### src/hw/rtl/eusb_pkg.sv
// Shared types and constants for the escape and UTF-8 boundary scanner.
package eusb_pkg;

   localparam int LENGTH_BITS = 24;
   localparam int OUT_LEN_BITS = 24;

   typedef logic [LENGTH_BITS-1:0] pos_type;

   typedef enum logic [2:0] {
      MODE_GROUND  = 3'd0,
      MODE_ESC     = 3'd1,
      MODE_CSI     = 3'd2,
      MODE_STR     = 3'd3,
      MODE_STR_ESC = 3'd4,
      MODE_UTF8    = 3'd5
   } mode_type;

   localparam logic [7:0] CHR_BEL    = 8'h07;
   localparam logic [7:0] CHR_ESC    = 8'h1B;
   localparam logic [7:0] CHR_CSI    = 8'h5B;
   localparam logic [7:0] CHR_BSLASH = 8'h5C;
   localparam logic [7:0] CHR_OSC    = 8'h5D;
   localparam logic [7:0] CHR_DCS    = 8'h50;
   localparam logic [7:0] CHR_PM     = 8'h5E;
   localparam logic [7:0] CHR_APC    = 8'h5F;
   localparam logic [7:0] CHR_SOS    = 8'h58;
   localparam logic [7:0] FINAL_LO   = 8'h40;
   localparam logic [7:0] FINAL_HI   = 8'h7E;

endpackage

### src/hw/rtl/escape_utf8_safe_break_scanner_unit.sv
// Top level: escape/CSI/string/UTF-8 unit boundary scanner with safe prefix length.
//
//  channel | ports                                   | direction
//  req     | req_valid req_stall req_byte_in         | in  (stall out)
//          | req_start_buffer                        |
//  rsp     | rsp_valid rsp_stall rsp_unit_end        | out (stall in)
//          | rsp_safe_length rsp_inside_unit         |
//
// One item per cycle unless req_stall; results show in the cycle after acceptance.
// Parse state and counters update in the accept cycle, feeding the next byte.
// Reset empties the result register and returns the parser to ground state.
// req_stall is high only while a result is held and rsp_stall is high.
module escape_utf8_safe_break_scanner_unit
   import eusb_pkg::*;
(
   input  logic        clock,
   input  logic        reset,
   input  logic        req_valid,
   output logic        req_stall,
   input  logic [7:0]  req_byte_in,
   input  logic        req_start_buffer,
   output logic        rsp_valid,
   input  logic        rsp_stall,
   output logic        rsp_unit_end,
   output logic [23:0] rsp_safe_length,
   output logic        rsp_inside_unit
);

   localparam pos_type POS_MAX = {LENGTH_BITS{1'b1}};

   mode_type mode_ff, mode_in;
   logic [1:0] left_ff, left_in;
   pos_type pos_ff, pos_in;
   pos_type last_ff, last_in;

   logic rsp_valid_ff, rsp_valid_in;
   logic rsp_unit_end_ff, rsp_unit_end_in;
   logic [OUT_LEN_BITS-1:0] rsp_len_ff, rsp_len_in;
   logic rsp_inside_ff, rsp_inside_in;

   logic accept;
   logic ended;
   mode_type mode_cur;
   logic [1:0] left_cur;
   pos_type pos_cur;
   pos_type last_cur;
   logic [47:0] last_wide;
   logic [7:0] b;

   assign req_stall = rsp_valid_ff & rsp_stall;
   assign accept    = req_valid & ~req_stall;
   assign b         = req_byte_in;

   always_ff @(posedge clock) begin
      if (reset) begin
         mode_ff      <= MODE_GROUND;
         left_ff      <= 2'd0;
         pos_ff       <= '0;
         last_ff      <= '0;
         rsp_valid_ff <= 1'b0;
      end else begin
         mode_ff      <= mode_in;
         left_ff      <= left_in;
         pos_ff       <= pos_in;
         last_ff      <= last_in;
         rsp_valid_ff <= rsp_valid_in;
      end
   end

   always_ff @(posedge clock) begin
      if (accept) begin
         rsp_unit_end_ff <= rsp_unit_end_in;
         rsp_len_ff      <= rsp_len_in;
         rsp_inside_ff   <= rsp_inside_in;
      end
   end

   always_comb begin
      mode_cur = req_start_buffer ? MODE_GROUND : mode_ff;
      left_cur = req_start_buffer ? 2'd0 : left_ff;
      pos_cur  = req_start_buffer ? '0 : pos_ff;
      last_cur = req_start_buffer ? '0 : last_ff;

      mode_in  = mode_cur;
      left_in  = left_cur;
      ended    = 1'b0;

      case (mode_cur)
         MODE_ESC: begin
            if (b == CHR_CSI) begin
               mode_in = MODE_CSI;
            end else if (b inside {CHR_OSC, CHR_DCS, CHR_PM, CHR_APC, CHR_SOS}) begin
               mode_in = MODE_STR;
            end else begin
               mode_in = MODE_GROUND;
               ended   = 1'b1;
            end
         end
         MODE_CSI: begin
            if (b >= FINAL_LO && b <= FINAL_HI) begin
               mode_in = MODE_GROUND;
               ended   = 1'b1;
            end
         end
         MODE_STR, MODE_STR_ESC: begin
            if (mode_cur == MODE_STR_ESC && b == CHR_BSLASH) begin
               mode_in = MODE_GROUND;
               ended   = 1'b1;
            end else if (b == CHR_BEL) begin
               mode_in = MODE_GROUND;
               ended   = 1'b1;
            end else if (b == CHR_ESC) begin
               mode_in = MODE_STR_ESC;
            end else begin
               mode_in = MODE_STR;
            end
         end
         MODE_UTF8: begin
            left_in = left_cur - 2'd1;
            if (left_in == 2'd0) begin
               mode_in = MODE_GROUND;
               ended   = 1'b1;
            end
         end
         default: begin
            mode_in = MODE_GROUND;
            if (b == CHR_ESC) begin
               mode_in = MODE_ESC;
            end else if (!b[7]) begin
               ended = 1'b1;
            end else if (b[7:5] == 3'b110) begin
               left_in = 2'd1;
               mode_in = MODE_UTF8;
            end else if (b[7:4] == 4'b1110) begin
               left_in = 2'd2;
               mode_in = MODE_UTF8;
            end else if (b[7:3] == 5'b11110) begin
               left_in = 2'd3;
               mode_in = MODE_UTF8;
            end else begin
               ended = 1'b1;
            end
         end
      endcase

      pos_in  = (pos_cur != POS_MAX) ? pos_cur + pos_type'(1) : pos_cur;
      last_in = ended ? pos_in : last_cur;

      last_wide = 48'(last_in);
      if (last_wide[47:OUT_LEN_BITS] != '0) begin
         rsp_len_in = {OUT_LEN_BITS{1'b1}};
      end else begin
         rsp_len_in = last_wide[OUT_LEN_BITS-1:0];
      end
      rsp_unit_end_in = ended;
      rsp_inside_in   = (mode_in != MODE_GROUND);

      if (!accept) begin
         mode_in = mode_ff;
         left_in = left_ff;
         pos_in  = pos_ff;
         last_in = last_ff;
      end

      rsp_valid_in = accept | (rsp_valid_ff & rsp_stall);
   end

   assign rsp_valid       = rsp_valid_ff;
   assign rsp_unit_end    = rsp_unit_end_ff;
   assign rsp_safe_length = rsp_len_ff;
   assign rsp_inside_unit = rsp_inside_ff;

   a_end_not_inside: assert property (@(posedge clock) disable iff (reset)
      rsp_valid && rsp_unit_end |-> !rsp_inside_unit)
      else $error("unit end reported while a unit is still open");

   a_utf8_count: assert property (@(posedge clock) disable iff (reset)
      mode_ff == MODE_UTF8 |-> left_ff != 2'd0)
      else $error("codepoint pending with no bytes left");

   a_last_le_pos: assert property (@(posedge clock) disable iff (reset)
      last_ff <= pos_ff)
      else $error("safe position beyond byte position");

   a_start_pos: assert property (@(posedge clock) disable iff (reset)
      accept && req_start_buffer |=> pos_ff == pos_type'(1))
      else $error("buffer start did not restart the byte count");

endmodule
### config.mk
export PLATFORM = sky130hd
export DESIGN_NAME = escape_utf8_safe_break_scanner_unit
export DESIGN_NICKNAME = d
export VERILOG_FILES = /design/src/hw/rtl/eusb_pkg.sv /design/src/hw/rtl/escape_utf8_safe_break_scanner_unit.sv
export SDC_FILE = /design/constraint.sdc
export NUM_CORES = 1
export LEC_CHECK = 0
export BUFFER_PORTS_ARGS = -buffer_cell sky130_fd_sc_hd__buf_2
export CORE_MARGIN = 3
export CORE_UTILIZATION = 40
export CTS_CLUSTER_DIAMETER = 200
export CTS_CLUSTER_SIZE = 20
export DETAILED_ROUTE_END_ITERATION = 16
export PLACE_DENSITY_LB_ADDON = 0.2
export SYNTH_ARGS = -nofsm -noshare
export SYNTH_HDL_FRONTEND = slang
export SYNTH_SLANG_ARGS = --single-unit
### constraint.sdc
create_clock -name clock -period 3.61 [get_ports clock]
set_input_delay 0.1805 -clock clock [delete_from_list [all_inputs] [get_ports clock]]
set_output_delay 0.1805 -clock clock [all_outputs]
set_load 0.02 [all_outputs]
Yosys cells after proc, flatten, opt, wreduce, memory -nomap -nowiden
Index checks and enable logic that the tools add are counted.
{"block": "classes", "n_eq_ne": 18, "order_cmp": 2, "muxes": 37, "addsub": 2, "n_reduce_logical": 7, "n_bitwise": 4}
{"op": "2-to-1 mux 24 bit", "count": 4}
{"op": "== test 8 x 7 -> 1 bit, second input constant", "count": 7}
{"op": "2-to-1 mux 3 bit", "count": 11}
{"op": "adder 24 x 1 -> 24 bit, second input constant", "count": 1}
{"op": "!= test 24 bit, second input constant", "count": 1}
{"op": "2-to-1 mux 2 bit", "count": 8}
{"op": "one-hot mux 3 bit (4 select lines)", "count": 1}
{"op": "2-to-1 mux 1 bit", "count": 11}
{"op": "== test 3 bit, second input constant", "count": 3}
{"op": "== test 8 x 3 -> 1 bit, second input constant", "count": 1}
{"op": "== test 8 x 5 -> 1 bit, second input constant", "count": 1}
{"op": "greater-or-equal comparator 8 x 7 -> 1 bit, second input constant", "count": 1}
{"op": "less-or-equal comparator 8 x 7 -> 1 bit, second input constant", "count": 1}
{"op": "== test 3 x 2 -> 1 bit, second input constant", "count": 2}
{"op": "== test 5 bit, second input constant", "count": 1}
{"op": "nonzero test 5 bit", "count": 1}
{"op": "== test 4 bit, second input constant", "count": 1}
{"op": "one-hot mux 1 bit (4 select lines)", "count": 1}
{"op": "one-hot mux 2 bit (2 select lines)", "count": 1}
{"op": "OR reduction 4 bit", "count": 1}
{"op": "== test 3 x 1 -> 1 bit, second input constant", "count": 1}
{"op": "nonzero test 3 bit", "count": 1}
{"op": "AND 1 bit", "count": 2}
{"op": "logical AND 1 bit", "count": 2}
{"op": "5 further kinds", "count": 5}
{"block": "totals", "ff_bits": 80, "in_bits": 13, "elab_cells": 78, "output_inout_bits": 28}

Logic depth before layout (Yosys ltp)
Gate-level depths: netlist of run 1.
{"block": "logic_depth", "depth_word": 8, "mapped_depth": 12, "depth_no_buf": 10}

Worst setup path after synthesis of run 1
No wires, ideal clock.
{"block": "synth_timing", "path_kind": "input to register", "start": "in req_start_buffer", "end": "reg rsp_len_ff[6] (netlist: rsp_safe_length[6]) (data pin)", "arrival_time_ns": 2.325, "setup_time_ns": 0.256, "required_ns": 3.354, "path_buffers": 3, "cell_stages": 11, "setup_slack_ns": 1.029, "cell_sequence": "buf_2 > clkbuf_1 > nor2b_1 > ha_1 > a21o_1 > a211o_1 > a221o_1 > o21ai_2 > inv_2 > buf_6 > a22o_1"}
{"block": "synth_between", "elab_chain_cells": 6, "word_cells_on_any_way": 20, "classes_between": "2 x add/sub; 6 x eq/ne; 9 x mux; 3 x reduce/logical"}
{"item": "from (decl)", "line": "escape_utf8_safe_break_scanner_unit.sv:21", "rtl": "input logic req_start_buffer,"}
{"item": "parallel branches: the longest is 5 deep, another holds adder 24 x 1 -> 24 bit"}
{"item": "2-to-1 mux 24 bit (*)", "line": "escape_utf8_safe_break_scanner_unit.sv:147", "rtl": "last_in = ended ? pos_in : last_cur;"}
{"item": "net rsp_len_in[6]", "line": "escape_utf8_safe_break_scanner_unit.sv:38", "rtl": "logic [OUT_LEN_BITS-1:0] rsp_len_ff, rsp_len_in;"}
{"item": "to (signal assigned)", "line": "escape_utf8_safe_break_scanner_unit.sv:73", "rtl": "rsp_len_ff <= rsp_len_in;"}
{"item": "to (decl)", "line": "escape_utf8_safe_break_scanner_unit.sv:38"}
Mark *: on every way through the listed nets, which the timed path passes.
A chain may end at the register's enable or synchronous reset.

Worst setup path in the final report of run 1
{"block": "layout_timing", "start": "reg pos_ff[0]", "end": "reg rsp_len_ff[22] (netlist: rsp_safe_length[22]) (data pin)"}
{"block": "layout_between", "elab_chain_cells": 4, "word_cells_on_any_way": 5, "classes_between": "1 x add/sub; 1 x eq/ne; 3 x mux"}
{"item": "from (decl)", "line": "escape_utf8_safe_break_scanner_unit.sv:33", "rtl": "pos_type pos_ff, pos_in;"}
{"item": "from (signal assigned)", "line": "escape_utf8_safe_break_scanner_unit.sv:64", "rtl": "pos_ff <= pos_in;"}
{"item": "2-to-1 mux 24 bit (*)", "line": "escape_utf8_safe_break_scanner_unit.sv:81", "rtl": "pos_cur = req_start_buffer ? '0 : pos_ff;"}
{"item": "adder 24 x 1 -> 24 bit or != test 24 bit (tied branches)", "line": "escape_utf8_safe_break_scanner_unit.sv:146", "rtl": "pos_in = (pos_cur != POS_MAX) ? pos_cur + pos_type'(1) : pos_cur;"}
{"item": "2-to-1 mux 24 bit (*)", "line": "escape_utf8_safe_break_scanner_unit.sv:146"}
{"item": "2-to-1 mux 24 bit (*)", "line": "escape_utf8_safe_break_scanner_unit.sv:147"}
{"item": "net rsp_len_in[22]", "line": "escape_utf8_safe_break_scanner_unit.sv:38"}
The timed path passes the listed nets; every way through them passes the cells marked *.

==> results.md, run 1 <==
* # rows at 37
* Rel. slew slack at 0.5678
* Synthesized instance count at 486
* Net Sw Frac at 0.2733
* First-pass GRT wire length at 17,800 um
* Share of layout cells above drive strength 1 at 0.1570
* Clock transition at path regs at 80 ps
* Final worst slack at 672.3 ps
* Setup repair bufs after CTS at 0
* Crit. End Element: flop
* Seq pwr share at 0.501
* Unrepaired setup endpoints after global routing: no
* Critical-path top delay cell: or4_1
* Int Pwr at 0.001433 W
* Tightest Pin Transition at 639.9 ps
* RePlAce Congestion at 0.9653
* Drt pass-1 iters at 5
* Seq/Total Area, Yosys at 0.4338
* Final hold slack at 58.37 ps
* Core ar. at 0.01037 mm2
* PortBufs at 40
* Die width at 109.6 um
* Crit-path leading delay family: simple AND/OR/NAND/NOR gates
* PwrDens at 413.3 mW/mm2
* DRC Markers at 0
* Initial DRC Count at 220
* Initial core utilization at 0.4139
* Post-CTS resize count at 0
* Final ANT Viol Nets at 0
* Number of warnings issued by yosys at 0
* Final Non-Filler Cells at 652
* H-Tree Depth at 3
* Leak pwr at 1.642 nW
* Critical Path Fanout Max at 13
* Cell variety after synth at 71
* Cts hold-fix bufs at 0
* Post-placement cell count at 636
* Clk sink count at 80
* Critical path's largest stage delay at 630 ps
* Fin. max-slew vios at 0
* FFs w/ async S/R, synth at 0
* Routed vias at 3,827
* Max Clk Rate at 340.4 MHz
* Routed WL per cell at 16.71 um
* Cts bufs inserted at 9
* Drt total wl at 10,890 um
* Highest Signal Layer: met4
* Crit-path cells: nor2b_1, ha_1, and3_1, nand4_1, or4_1, a31oi_1, o21ai_0
* Dpl ws at 633.6 ps
* N_diodes at 0
* Synth Flop Type: dfxtp_1
* Number of setup violations in the final report at 0
* GRT Total Usage at 0.1892
* Number of synthesized register bits at 80
* Gr ovfl total at 0
* Max clock buf depth at 2
* DR WL met2 at 5077 um
* Final nets at 526
* CTS tree: done
* Antenna violations before repair at 0
* Fin Setup TNS at 0 ps
* Worst R2R Start: pos_ff[0]
* Final Util at 0.4601
* Synthesized net count at 501
* Worst skew pair latency at 360 ps
* Post-synth EDFFs at 26
* Skew final at 11.07 ps
* Worst setup SP type: flop
* Clock power frac at 0.370
* Hold Path Class: in -> reg
* Start point of the critical path: pos_ff[0]
* Die area at 0.01201 mm2
* Metal-1 WL at 5018 um
* Combinational share of power at 0.129
* Hpwl dp at 7423 um
* Critical Path AT at 3030 ps
* Sw Pwr at 0.0005388 W
* Run status: finished clean
* Maxcap violations at 0
* Peak VDD IR at 0.0001814 V
* Worst path bufs/invs at 0
* I/O pin total at 41
* Clock Tree Root: clkbuf_8
* Crit Path Category: reg -> reg
* Largest net degree at the start of global routing at 40
* Layout Area Growth over Synthesis at 11.17%
* Vias in the first global route at 3,446
* Vias per std cell at 5.870
* Die Height at 109.6 um
* HP Start: req_valid
* Mean post-synth cell area at 8.830 um2
* Required time worst endpoint at 3710 ps
* Mapped Area at 0.004292 mm2
* Tcrit/Tclk final at 0.8138
* Post-layout minimum cycle time at 2938 ps
* Final Hold Viols at 0
* Met3 WL at 638 um
==> layout by cell type, fill, tap and decap left out, types with 3 or more instances in the layout <==
cell type	n
a31oi_1	8
nand3b_1	6
nand2_1	44
o32ai_1	16
nand4_1	8
nand3_1	37
xnor2_1	10
nor4_1	7
and3b_1	3
o21ai_1	6
and3_1	8
buf_4	9
inv_1	16
o21ai_0	25
nand2b_1	11
or4_1	3
nor3_1	7
a21oi_1	33
nor2b_1	9
a311oi_1	5
o211ai_1	4
a211oi_1	8
buf_2	40
and2_1	4
clkbuf_8	9
edfxtp_1	26
or2_2	3
o31ai_1	3
a211o_1	4
nor2_1	31
dfxtp_1	54
==> through the flow <==
stage	power [W]	cell area [um2]
finish	0.001972	4771
global route	0.002056	4771
CTS	0.001990	4771
detailed placement	0.001264	4557
global placement	0.001262	4557
floorplan	0.001189	4292
==> tightest hold or removal path, cell delays in order <==
cell and delay (ps):
buf_2 90, nor2_1 40, nor2_1 70
==> per-layer routing <==
layer  track usage  up-vias
li1              -     1858
met3       0.03758       15
met4       0.06055        0
met2        0.2990      122
met1        0.2598     1832
met5             0        -
==> path summary, 6_finish.rpt <==
check                                           end  slack (ps)  depth (start not counted)
worst min-delay path                      rsp_valid          60                          3
worst max-delay path            rsp_safe_length[22]         670                          7
worst max register to register  rsp_safe_length[22]         670                          7
worst min register to register          last_ff[12]         470                          2
==> state kept, by name, indices dropped and copies added, names as in the netlist <==
signal           cells
rsp_safe_length     24
left_ff              2
pos_ff              24
rsp_inside_unit      1
rsp_valid            1
mode_ff              3
rsp_unit_end         1
last_ff             24
==> logic make-up (layout without fill, tap and decap cells) <==
group	count (synthesis)	count (layout)	synth area share
multiplexers	2	2	0.004665
AO/OA/AOI/OAI	135	135	0.2157
adder cells (fa/ha/maj)	3	3	0.008162
buffers and inverters	53	83	0.05597
XOR/XNOR	11	11	0.02245
AND/OR/NAND/NOR	202	202	0.2592
flip-flops	80	80	0.4338
==> cell usage after synthesis (all sizes together), types with 3 or more instances <==
library cell  count  area share
nand2b           11       0.016
nand3            37       0.043
or2               6      0.0087
a211oi            8       0.014
clkbuf           19       0.017
nor2             31       0.027
edfxtp           26        0.18
and3              8       0.012
inv              18       0.016
nand3b            6       0.010
buf              16       0.024
a21oi            33       0.038
or3               3      0.0055
o32ai            17       0.036
nor2b             9       0.013
or4               3      0.0052
a31oi             8       0.012
nor3              7      0.0082
xnor2            10       0.020
and3b             3      0.0061
nand4             8       0.012
o31ai             3      0.0052
o211ai            5       0.012
a211o             4      0.0082
nor4              9       0.018
and4              3      0.0067
nand2            45       0.040
and2              4      0.0058
a311oi            5       0.010
dfxtp            54        0.25
o21ai            33       0.040
==> final cells by class <==
| type | instances | area (um2) |
|---|---|---|
| Clock buffer | 11 | 131.4 |
| Inverter | 18 | 67.56 |
| Clock inverter | 5 | 82.58 |
| Sequential cell | 80 | 1862 |
| Tap cell | 136 | 170.2 |
| Timing Repair Buffer | 49 | 267.8 |
| Multi-Input combinational cell | 353 | 2190 |
| Fill cell | 999 | 5599 |
==> power groups by stage <==
stage,combinational [W],sequential [W],clock [W]
detailed placement,0.000255,0.00101,0
CTS,0.000256,0.000988,0.000746
global route,0.000283,0.000994,0.000779
floorplan,0.000162,0.00103,0
global placement,0.000254,0.00101,0
finish,0.000254,0.000988,0.000730
Power figures use the tool's default switching activity.
==> run 2: changes to the inputs <==
ABC_AREA = 1   (was not set)
clock period = 2.9 ns   (was 3.61 ns; I/O delays follow)
==> results.md, run 2 <==
* Mapped Area at 0.004796 mm2
* Endpoint, Worst Hold: rsp_valid
* Tcrit/Tclk final at 0.8381
* Clock transition at path regs at 60 ps
* Seq/Total Area, Yosys at 0.3882
* Critical-path top delay cell: dfxtp_1
* Critical Path Fanout Max at 24
* Post-route cell area at 0.005398 mm2
* Worst path bufs/invs at 2
* Peak VDD IR at 0.0003042 V
* Drt pass-1 iters at 4
* Footprint of the multi-input gates at 0.002322 mm2
* GRT Total Usage at 0.1967
* Final nets at 769
* Synth Flop Type: dfxtp_1
* Unrepaired setup endpoints after global routing: no
* WP depth at 12
* Cell taking the most area after synthesis: dfxtp_1
* Fin Setup TNS at 0 ps
* Final ANT Viol Nets at 0
* Final hold slack at 84.69 ps
* First-pass GRT wire length at 20,930 um
* Tightest Pin Transition at 829.3 ps
* DRC Markers at 0
* Post-layout minimum cycle time at 2430 ps
* I/O pin total at 41
* Maxcap violations at 0
* Required time worst endpoint at 2990 ps
* Synth cell count leaders: 151 x nand2_1, 119 x inv_1, 102 x nor2_1
* Core ar. at 0.01156 mm2
* Final worst slack at 469.6 ps
* Synthesized net count at 740
* Commonest non-fill, non-tap cell in the layout: nand2_1
* Number of setup violations in the final report at 0
* Synth top area share at 0.2254
* Post-synth EDFFs at 26
* Routed WL per cell at 13.97 um
* Vias per std cell at 5.210
* PwrDens at 534.4 mW/mm2
* Worst R2R Path Depth at 12
* Final Hold Viols at 0
* N_diodes at 0
* H-Tree Depth at 3
* Worst R2R Start: pos_ff[0]
* Cts hold-fix bufs at 0
* Fin. max-slew vios at 0
* Layout Area Growth over Synthesis at 12.55%
* Clock Tree Root: clkbuf_16
* Leak pwr at 2.628 nW
* Mean post-synth cell area at 6.615 um2
* Initial core utilization at 0.4147
* Critical Path AT at 2520 ps
* Cell variety after synth at 32
* Worst skew pair latency at 340 ps
* Gr ovfl total at 0
* RePlAce Congestion at 0.8978
* Crit Path Category: reg -> reg
* # rows at 39
* Die area at 0.01334 mm2
* Largest net degree at the start of global routing at 71
* Max Clk Rate at 411.5 MHz
* Rel. slew slack at 0.4471
* Skew final at 5.411 ps
* HP Start: rsp_stall
* Reg area at 0.001862 mm2
* Antenna violations before repair at 0
* Number of warnings issued by yosys at 0
* Initial DRC Count at 354
* Critical path's largest stage delay at 320 ps
* Hold Path Class: in -> reg
* Hold depth at 3
* Count leader, synth: nand2_1
* Share of layout cells above drive strength 1 at 0.1108
* Top post-synthesis cells by area: dfxtp_1 23%, edfxtp_1 16%, nand2_1 12%
* Run status: finished clean
* PortBufs at 40
* Routed vias at 4,694
* Clk sink count at 80
* Dpl ws at 364.9 ps
* Hpwl dp at 8579 um
* FFs w/ async S/R, synth at 0
* Max clock buf depth at 2
* Crit-path leading delay family: simple AND/OR/NAND/NOR gates
* Reg2Reg Capture Point: rsp_safe_length[0]
* Die Height at 115.5 um
* Synthesized instance count at 725
* Crit-path cells: inv_1, nor2_1, ha_1, inv_1, nor2_2, nand2_2, nor2_4, nand2_4, o21ai_0, nand2_1, nand2_1, nand2_1
* Cts bufs inserted at 9
* Most used cell, CP: nand2_1
* Worst R2R Setup Slack at 470 ps
* Final Util at 0.4667
* CTS tree: done
* Most frequent cells in the layout: 151 x nand2_1, 119 x inv_1, 102 x nor2_1, 91 x nand3_1, 54 x dfxtp_1
* Drt total wl at 12,590 um
* Die width at 115.5 um
* Post-DP Area at 0.005095 mm2
* Crit. End Element: flop
* Vias in the first global route at 4,366
* Worst setup SP type: flop
* Number of synthesized register bits at 80
* Fillcell total at 1,156
run 2: cell types whose count changed after synthesis, sizes merged, moves of 7 or more:
cell / delta
and3: -8
nand4: +25
nand2: +108
a21oi: +7
nand2b: -11
o32ai: -17
nand3: +59
inv: +102
nor2: +80
xnor2: -10
nor2b: -9
nor4: -9
a31oi: -7
run 2: worst reg2reg max path, delay by kind of cell, from the launching register on:
family	cells	cell delay (ps)
AND/OR/NAND/NOR	8	1260
flip-flops	1	320
adder cells (fa/ha/maj)	1	300
buffers and inverters	2	180
AO/OA/AOI/OAI	1	130
run 2: how the worst max path moves through the flow:
stage	startpoint	to
3_3_place_gp	pos_ff[0]	last_ff[0]
4_1_cts	pos_ff[0]	rsp_safe_length[0]
6_report	pos_ff[0]	rsp_safe_length[0]
2_1_floorplan	rsp_valid	rsp_inside_unit
5_1_grt	pos_ff[0]	last_ff[0]
3_5_place_dp	pos_ff[0]	rsp_safe_length[0]
run 2: stage by stage:
stage          instances  power, W
2_1_floorplan        725  0.001638
3_3_place_gp         886  0.001747
3_5_place_dp         886  0.001759
4_1_cts              901  0.002911
5_1_grt              901  0.003028
6_report             901  0.002885
run 2: cell families (layout without fill, tap and decap cells):
logic type | Yosys count | after routing | share of synthesized area
buffers and inverters | 154 | 187 | 0.1297
flip-flops | 80 | 80 | 0.3882
AO/OA/AOI/OAI | 90 | 90 | 0.1049
AND/OR/NAND/NOR | 399 | 399 | 0.3720
adder cells (fa/ha/maj) | 2 | 2 | 0.005217
run 2: power by group:
group	internal (W)	leakage, nW	total (W)	switching, W
registers	0.00125	0.707	0.00129	0.0000423
clock network	0.000706	0.142	0.00115	0.000440
logic	0.000135	1.78	0.000450	0.000315
run 2: layer usage:
metal	wire [um]	up-vias	share of wire	global-route usage
li1	-	2399	-	-
met1	5997	2133	0.48	0.2658
met2	5693	142	0.45	0.3079
met3	650	20	0.052	0.04961
met4	245	0	0.019	0.06651
met5	0	-	0	0
run 2: cell type report:
cell class	count	area share
timing repair buffer	51	0.05239
multi-input combinational	491	0.4302
sequential	80	0.3449
clock inverter	3	0.007650
tap	143	0.03315
clock buffer	12	0.04752
inverter	121	0.08414
run 2: timing repair:
action	CTS	global route
setup endpoints to repair	0	1
gates resized for setup	0	1
buffers inserted	0	0
